File: config.mk
export PLATFORM = sky130hd
export DESIGN_NAME = sta_ram
export DESIGN_NICKNAME = d
export VERILOG_FILES = /design/src/hw/rtl/sta_ram.sv
export SDC_FILE = /design/constraint.sdc
export NUM_CORES = 1
export LEC_CHECK = 0
export BUFFER_PORTS_ARGS = -buffer_cell sky130_fd_sc_hd__buf_2
export CAP_MARGIN = 20
export CORE_MARGIN = 5
export CORE_UTILIZATION = 30
export CTS_CLUSTER_SIZE = 40
export DETAILED_ROUTE_END_ITERATION = 8
export MAX_ROUTING_LAYER = met4
export PLACE_DENSITY = 0.57
export SLEW_MARGIN = 25
export SYNTH_ARGS = -nofsm -noshare
export SYNTH_HDL_FRONTEND = slang
export SYNTH_SLANG_ARGS = --single-unit
File: constraint.sdc
create_clock -name clk_i -period 10.55 [get_ports clk_i]
set_input_delay 1.055 -clock clk_i [delete_from_list [all_inputs] [get_ports clk_i]]
set_output_delay 1.055 -clock clk_i [all_outputs]
set_load 0.05 [all_outputs]
File: src/hw/rtl/sta_ram.sv
module sta_ram #(
  parameter int WIDTH = 32,
  parameter int DEPTH = 16
) (
  input  logic                                   clk_i,
  input  logic                                   we_i,
  input  logic [((DEPTH > 1) ? $clog2(DEPTH) : 1)-1:0] waddr_i,
  input  logic [WIDTH-1:0]                       wdata_i,
  input  logic [((DEPTH > 1) ? $clog2(DEPTH) : 1)-1:0] raddr_i,
  output logic [WIDTH-1:0]                       rdata_o
);

  logic [WIDTH-1:0] mem_q [DEPTH];

  always_ff @(posedge clk_i) begin
    if (we_i) begin
      mem_q[waddr_i] <= wdata_i;
    end
    rdata_o <= mem_q[raddr_i];
  end

endmodule

# == Word level (Yosys, flattened, before mapping) ==
# Memories as Yosys holds them, arrays and structs flattened. A register that Yosys moved wholly into a read port is not among the register bits.
# Index checks and enable logic that the tools add are counted.
# totals
ram_bits,512
output_inout_bits,32
reg_bits,0
mem_count,1
elab_cells,3
input_bits,42
# classes
muxes,2
# mem_list
name,words,width,read_ports,rd_ports_with_merged_regs,wr,line,text
mem_q,16,32,1,1,1,13,logic [WIDTH-1:0] mem_q [DEPTH];
# op_table
operator,n
1-bit 2-to-1 mux,2

# == Longest topological paths before layout ==
# depth
depth_word,2
mapped_depth,5
mapped_depth_nobuf,3

# == Worst setup path before layout ==
# No wires, ideal clock.
# synth_path
kind,input to register
from,input port waddr_i[2] (netlist bit)
to,"memory mem_q[0][0], enable pin"
setup_slack_ns,6.315
n_path_buf,0
setup_time_ns,0.461
required_time_ns,10.089
cell_stages,2
arrival_ns,3.773
cell_sequence,or3b_2 -> nor3_1
# synth_rtl
element,line,text
from (decl),7,"input logic [((DEPTH > 1) ? $clog2(DEPTH) : 1)-1:0] waddr_i,"
to (decl),13,
# Straight into the memory's write port.

==> metrics.yaml <==
htreeDepth: 2
antenna_found_initial: 5
postSynthAreaPerCell_um2: 23.7
hold_viol: 0
grt_pass1_vias: 9540
cts.clk_slew.worst_paths_ns: 0.06
worst_hold_path.num_cells: 3
critical_path_class: "primary input to register"
crit_chain: "buf_4, buf_4, mux4_2, a22oi_1, nand2_1"
cpMaxStageDelayCell: "buf_4"
portBuffers: 73
final_cell_mix: "edfxtp_1, mux4_2, buf_2"
hold_end: "rdata_o[26]"
setup_viol: 0
rsz0062_at_grt: "false"
wl_per_cell_um: 23.7
maxCapViolCount: 0
clock.fmax_mhz: 311
status: "finished, final reports clean"
power.leakage_uw: 0.00726
r2r-start: "mem_q[11][20]"
synth_cell_types: 18
drive_above_1_share_pct: 32.2
cts_num_sinks: 544
grt_max_degree: 78
gp_congestion: 0.667
ff2ff_path_depth: 3
p_per_area_nw_per_um2: 195
dieArea_um2: 71400
critical_path_required_ns: 10.96
irDropWorstVdd_uv: 111
r2r_slack_ns: 9.14
overflow: 0
worstMarginPinSlew_ns: 1.02
grt_usage_pct: 12.6
yosysWarnings: 0
hp-class: "register to register"
cts-buffers-inserted: 53
setup.worst_path.end_class: "register"
setup_tns_ns: 0
dp_slack_ns: 6.77
clkLatencyLatePin_ns: 0.57
worstSetupStartpointType: "primary input"
io_pins: 74
root_buffer: "clkbuf_16"
core_um2: 65700
syn_to_final_growth_pct: 16.3
final_common_cell: "edfxtp_1"
drt_first_pass_iters: 5
drtIter0Drc: 722
fp.dieH_um: 267
avgViaCountPerCell: 4.82
cts_tree: "yes"
maxSlewHeadroom_pct: 31.9
worstPathArrival_ns: 3.62
worstPathMaxFanout: 65
reg2reg_to: "rdata_o[20]"
fin_util_pct: 35.1
drc: 0
cts_buffer_depth: 3
final_net_count: 988
synthCells: 838
cts_resized: 0
synth_nets: 880
die_w_um: 267
dp_hpwl_mm: 20.2
slowest_delay_ns: 0.90
grt_pass1_wl_mm: 64.6
holdBufCountCts: 0
vias: 8949
yosysSeqAreaShare_pct: 80.7
fin_ws_ns: 7.34
hold_start: "mem_q[15][26]"
start_util_pct: 30.2
postCtsSetupBuffers: 0
final_antenna_net_count: 0
syn_area_um2: 19900
drv_slew: 0
skew_ns: 0.0107
crit_top_cell: "buf_4"
routed_wirelength_mm: 44.0
rows: 94
ys_ff_latch: 544
fin_crit_sh_pct: 30.4
fin_crit_ns: 3.21
metal layers:
layer	track usage [%]	routed length [um]	up-vias
li1	-	-	3792
met1	17.9	19600	4825
met2	19.1	20700	276
met3	2.69	3090	56
met4	2.20	562	0
met5	-	0	-
synthesized netlist by cell type, drive strengths merged:
cell type | number | area [um^2]
nor2 | 13 | 48.8
and2 | 1 | 6.26
mux4 | 128 | 2880
edfxtp | 512 | 15400
nor3 | 4 | 20.0
nor2b | 2 | 12.5
or3b | 1 | 8.76
clkbuf | 17 | 63.8
a22oi | 64 | 480
nand2 | 33 | 124
nand3 | 1 | 5.00
dfxtp | 32 | 641
nand2b | 2 | 12.5
nand3b | 2 | 15.0
buf | 26 | 159
area by class of cell:
cell class / instances / area [um^2]
Fill cell: 6029 / 42700
Sequential cell: 544 / 16000
Multi-Input combinational cell: 251 / 3750
Clock buffer: 72 / 1480
Tap cell: 864 / 1080
Timing Repair Buffer: 96 / 574
Clock inverter: 25 / 174
Antenna cell: 3 / 7.51
worst max-delay path: cells and delay by family:
family          cells  cell delay (ns)
compound gates      1             0.24
mux                 1             0.42
simple gates        1             0.19
buf+inv             2             1.66
per-stage QoR:
step / total power, uW / instances / hold slack, ns / cell area, um^2
3_5_place_dp: 2740 / 1754 / 0.661 / 21400
4_1_cts: 4540 / 1851 / 0.675 / 23000
3_3_place_gp: 2730 / 1754 / 0.654 / 21400
6_report: 4490 / 1855 / 0.669 / 23100
2_1_floorplan: 2640 / 838 / 0.635 / 19900
5_1_grt: 4650 / 1855 / 0.703 / 23100
cells by family (layout without fill, tap and decap cells):
| family | Yosys count | after routing | share of synthesized area [%] |
|---|---|---|---|
| AOI/OAI and AO/OA | 64 | 64 | 2.42 |
| buffers and inverters | 43 | 193 | 1.12 |
| DFF | 544 | 544 | 80.7 |
| muxes | 128 | 128 | 14.5 |
| other | 0 | 3 | 0 |
| and+or+nand+nor | 59 | 59 | 1.27 |
worst max-delay path by stage:
stage,from,endpoint,slack [ns],cells past startpoint
after floorplan,waddr_i[2],mem_q[0][0],6.32,2
after global placement,raddr_i[0],rdata_o[9],6.53,5
after detailed placement,raddr_i[1],rdata_o[20],6.77,5
after CTS,raddr_i[1],rdata_o[17],7.37,5
after global routing,raddr_i[1],rdata_o[17],7.20,5
final,raddr_i[1],rdata_o[20],7.34,5
report_power, final:
part	switching [uW]	internal (uW)	leakage (uW)
registers	14.0	2420	0.00489
clock network	774	1030	0.000808
logic	172	86.1	0.00156
sequential cells by signal (all words and copies together) (netlist names):
register	flops
rdata_o	32
mem_q	512
Power figures use the tool's default switching activity.
