File: config.mk
export PLATFORM = sky130hd
export DESIGN_NAME = sta_alu
export DESIGN_NICKNAME = d
export VERILOG_FILES = /design/src/hw/rtl/sta_pkg.sv /design/src/hw/rtl/sta_alu.sv
export SDC_FILE = /design/constraint.sdc
export NUM_CORES = 1
export LEC_CHECK = 0
export ABC_AREA = 1
export BUFFER_PORTS_ARGS = -buffer_cell sky130_fd_sc_hd__clkbuf_2
export CAP_MARGIN = 20
export CORE_MARGIN = 4
export CORE_UTILIZATION = 46
export DETAILED_ROUTE_END_ITERATION = 16
export PLACE_DENSITY = 0.81
export REMOVE_ABC_BUFFERS = 1
export SYNTH_ARGS = -nofsm -noshare
export SYNTH_HDL_FRONTEND = slang
export SYNTH_SLANG_ARGS = --single-unit
File: constraint.sdc
create_clock -name vclk -period 2.26
set_input_delay 0.226 -clock vclk [all_inputs]
set_output_delay 0.226 -clock vclk [all_outputs]
set_load 0.05 [all_outputs]
File: src/hw/rtl/sta_pkg.sv
package sta_pkg;

  localparam logic KIND_ATTACH = 1'b0;
  localparam logic KIND_LOOKUP = 1'b1;

  localparam logic [1:0] MODE_LONG  = 2'd1;
  localparam logic [1:0] MODE_SHORT = 2'd2;

  localparam logic [1:0] ST_OK        = 2'd0;
  localparam logic [1:0] ST_NOT_FOUND = 2'd1;
  localparam logic [1:0] ST_SRC_FULL  = 2'd2;
  localparam logic [1:0] ST_DESC_FULL = 2'd3;

  localparam logic [40:0] SAT32_LIMIT = 41'h0_FFFF_FFFF;

  typedef struct packed {
    logic        kind;
    logic [15:0] source_handle;
    logic [31:0] first_seq;
    logic [31:0] seq_count;
    logic [31:0] source_total;
    logic [31:0] source_long;
    logic [31:0] source_short;
    logic [31:0] range_start;
    logic [31:0] range_end;
    logic [39:0] global_index;
    logic [1:0]  count_mode;
  } sta_in_t;

  typedef struct packed {
    logic [1:0]  status;
    logic [15:0] found_source;
    logic [39:0] local_index;
    logic [5:0]  entry_index;
    logic [39:0] prefix_count;
    logic        merged;
  } sta_out_t;

  typedef struct packed {
    logic [39:0] a;
    logic [39:0] b;
  } sta_alu_req_t;

endpackage

File: src/hw/rtl/sta_alu.sv
module sta_alu
  import sta_pkg::*;
(
  input  sta_alu_req_t req_i,
  output logic [40:0]  sum_o,
  output logic [31:0]  sat_o
);

  assign sum_o = {1'b0, req_i.a} + {1'b0, req_i.b};
  // saturating form used when merging counts
  assign sat_o = (sum_o > SAT32_LIMIT) ? 32'hFFFF_FFFF : sum_o[31:0];

endmodule

==> flow_summary_export.csv, run 1 <==
group,metric,value,unit
yosys,yosysTopAreaCell,"nand2_1",
timing,grt_worst_setup_endpoint,"sat_o[22]",
outcome,outcome,"aborted with a tool error",
placed_design,dpl_worst_slack,-752,ps
yosys,ys_warn_count,0,
floorplan,ios,153,
placed_design,gp_congestion,1.01,
yosys,netlist_area,3380,sq um
yosys,synth_area_leaders,"nand2_1 25%, inv_1 15%, ha_1 15%",
yosys,synth_top_area_share,25.0,%
floorplan,rows,30,
placed_design,place.port_buffers,153,
placed_design,dpl_cell_area,5670,sq um
floorplan,initial_core_util,48.4,%
yosys,yosysSeqAreaShare,0,%
outcome,lastStage,"global routing",
yosys,synth_area_per_cell,5.14,sq um
global_routing,grt_max_degree,18,
yosys,synth_cells,658,
floorplan,fp.dieH,93.7,um
yosys,synth.distinct_cells,29,
clock_network,ctsHoldBuffers,0,
outcome,stop_error,"[ERROR DPL-0038] Utilization greater than 100%, impossible to legalize",
placed_design,hpwl,12900,um
timing,endpoint_type,"top-level output",
floorplan,fp.dieW,93.7,um
[timing repair]
action | 4_1_cts
pin swaps | 52
gates cloned | 3
setup endpoints to repair | 60
resized for setup | 138
setup buffers | 10
[cells by family after synthesis]
group | synth area share [%]
AOI/OAI and AO/OA | 8.89
xor gates and xnor gates | 7.52
adders and majority gates | 15.4
buffers and inverters | 17.7
and+or+nand+nor | 50.5
[cells in the mapped netlist]
| master | number |
|---|---|
| o21ai_0 | 9 |
| nand2_2 | 9 |
| ha_1 | 40 |
| nand3b_1 | 5 |
| inv_2 | 2 |
| clkinv_1 | 2 |
| nand3_1 | 17 |
| buf_4 | 3 |
| a21o_1 | 1 |
| nand3_2 | 7 |
| xnor2_1 | 7 |
| buf_2 | 3 |
| nor2_4 | 4 |
| nand2_1 | 225 |
| nor4_1 | 1 |
| a21oi_2 | 1 |
| nor3_1 | 5 |
| o21bai_1 | 6 |
| xor2_1 | 22 |
| buf_6 | 3 |
| a21boi_0 | 2 |
| fa_1 | 1 |
| inv_1 | 136 |
| or2_1 | 1 |
| nand4_1 | 38 |
| a21oi_1 | 32 |
| nor2_1 | 65 |
| a31oi_1 | 3 |
| nor2_2 | 8 |
[metrics by stage]
step / std cells / setup TNS [ps]
4_1_cts: 1036 / -14650
3_3_place_gp: 1023 / -21800
2_1_floorplan: 649 / -23290
3_5_place_dp: 1023 / -27160
==> run 2, diff against run 1 <==
CORE_UTILIZATION = 35   (was 46)
PLACE_DENSITY = unset   (was 0.81)
PLACE_DENSITY_LB_ADDON = 0.15   (was unset)
clock period = 2.94 ns   (was 2.26 ns; I/O delays follow)
==> flow_summary_export.csv, run 2 <==
group,metric,value,unit
outcome,outcome,"complete, no violations",
yosys,synth.distinct_cells,29,
yosys,synth.most_common_cell,"nand2_1",
global_routing,use_met3,2.25,%
clock_network,ctsHoldBuffers,0,
yosys,ys_top_cells_by_count,"225 x nand2_1, 136 x inv_1, 65 x nor2_1, 40 x ha_1, 38 x nand4_1",
worst_hold_path,hold_path_depth,3,
yosys,synth_area_per_cell,5.14,sq um
global_routing,grt-ovfl-total,0,
timing,tightestPinTransition,427,ps
route,firstDrtPassIters,5,
cells_and_area,drive_above_1_share,42.0,%
floorplan,fp.dieW,106,um
yosys,synth_cells,658,
yosys,netlist_area,3380,sq um
pwr,pwr_density_cell,288,nW/um^2
global_routing,groute.usage.overall,23.2,%
timing,finalHoldViolations,0,
cells_and_area,fillCellCount,923,
yosys,synth_fa_ha_area_share,15.4,%
placed_design,hpwl,11900,um
yosys,synth-compound-area-share,8.89,%
timing,hold_ws,1090,ps
timing,post-route-min-period,2880,ps
job,drv_cap,0,
pwr,leakage,3.20,nW
yosys,synth-simple-area-share,50.5,%
cells_and_area,nNetsFinal,977,
floorplan,fp.dieH,106,um
route,wl,15200,um
global_routing,top_usage_layer,"met2",
route,antenna_left,0,
cells_and_area,area_growth,77.2,%
floorplan,ios,153,
global_routing,grt_pass1_vias,4486,
yosys,yosysSeqAreaShare,0,%
cells_and_area,final_common_cell,"nand2_1",
yosys,synth_area_leaders,"nand2_1 25%, inv_1 15%, ha_1 15%",
timing,drv_slew,0,
floorplan,core-area,9330,sq um
setup_path,critPathMaxStageDelay,390,ps
route,avgViaCountPerCell,4.90,
yosys,ys_warn_count,0,
cells_and_area,instances_no_fill,983,
cells_and_area,seq_cells,0,
worst_hold_path,hold_start,"req_i[40]",
yosys,synth_top_family_by_area,"simple AND/OR/NAND/NOR gates",
cells_and_area,final_area,5990,sq um
pwr,irDropWorstVdd,217,uV
global_routing,grt_use_met1,33.0,%
yosys,yosys-mux-area-fraction,0,%
floorplan,rows,35,
setup_path,cp_slowest_cell,"ha_2",
placed_design,dpl.cell_count,962,
setup_path,path_cells,"clkbuf_2 -> ha_2 -> nand2_2 -> inv_1 -> nand2_1 -> o21ai_1 -> a21oi_1 -> nand3_2 -> nand3_2 -> nor2_4 -> buf_12 -> clkbuf_16 -> nand4_1 -> buf_12",
floorplan,initial_core_util,36.2,%
cells_and_area,final.clkbuf_count,0,
global_routing,grt_pass1_wl,21700,um
worst_hold_path,min_path_type,"input port to output port",
cells_and_area,utilization,64.2,%
yosys,yosysTopAreaCell,"nand2_1",
timing,setup_viol,0,
route,wl_per_cell,15.5,um
route,drtIter0Drc,223,
cells_and_area,area.sequential,0,sq um
setup_path,cp_max_fo,6,
floorplan,design.die.area,11300,sq um
setup_path,arrival,2590,ps
cells_and_area,layout_common_cells,"187 x nand2_1, 134 x inv_1, 123 x clkbuf_2",
timing,maxSlewHeadroom,71.2,%
cells_and_area,diodes,0,
cells_and_area,multi_input_area,3530,sq um
placed_design,gp_congestion,0.942,
timing,setup_ws,57.5,ps
placed_design,place.port_buffers,153,
global_routing,grt_max_degree,34,
setup_path,critPathKind,"input port to output port",
timing,finalCritPeriodShare,98.0,%
worst_hold_path,holdPathEnd,"sum_o[0]",
setup_path,crit_path_start_kind,"input port",
yosys,synth-xor-area-share,7.52,%
placed_design,dpl_cell_area,4950,sq um
route,drc_errors,0,
setup_path,endpoint_kind,"output port",
timing,fmax,347,MHz
setup_path,cp.required,2650,ps
global_routing,antenna_found_initial,0,
global_routing,use_met2,39.7,%
route,vias,4815,
placed_design,dpl_worst_slack,-101,ps
yosys,synth_top_area_share,25.0,%
run 2: cell counts after synthesis:
Identical to the previous run, type by type.
run 2: kinds of logic after synthesis:
| kind of cell | count (synthesis) |
|---|---|
| adders and majority gates | 41 |
| and+or+nand+nor | 385 |
| buffers and inverters | 149 |
| xor gates and xnor gates | 29 |
| AOI/OAI and AO/OA | 54 |
run 2: timing repair:
action,CTS,global route
setup endpoints to repair,32,32
resized for setup,28,138
buffers inserted,7,9
pin swaps,11,42
cloned,2,5
run 2: worst max path at each step:
stage | from | to | slack, ps
6_report | req_i[68] | sat_o[21] | 60
5_1_grt | req_i[74] | sat_o[25] | -60
4_1_cts | req_i[18] | sat_o[15] | 0.09
3_5_place_dp | req_i[0] | sat_o[29] | -100
3_3_place_gp | req_i[0] | sat_o[14] | -50
2_1_floorplan | req_i[0] | sat_o[12] | -230
run 2: report_power, final:
group	internal [mW]	switching [mW]	leakage [nW]
sequential	0	0	0
clock	0	0	0
combinational	0.560	1.16	3.20
total	0.560	1.16	3.20
run 2: area by class of cell:
type | count | area share (%)
Inverter | 140 | 8.78
Multi-Input combinational cell | 509 | 58.9
Tap cell | 129 | 2.70
Timing Repair Buffer | 205 | 29.6
run 2: through the flow:
stage	power (mW)	setup TNS, ps
global route	1.84	-791
detailed placement	1.45	-1680
global placement	1.44	-949
CTS	1.50	0
finish	1.72	0
floorplan	1.01	-4910
run 2: critical path, delay by kind of cell:
| family | cells | cell delay (ps) |
|---|---|---|
| compound gates | 2 | 480 |
| fa+ha+maj | 1 | 390 |
| buf+inv | 5 | 710 |
| simple gates | 6 | 730 |
run 2: routing by layer:
layer  vias to the layer above  share of wire [%]
met5                         -                  0
met4                         0                2.1
met3                        29                6.2
met2                       187                 46
met1                      2144                 45
li1                       2455                  -
Note: power is estimated with default switching activity, not from simulation.
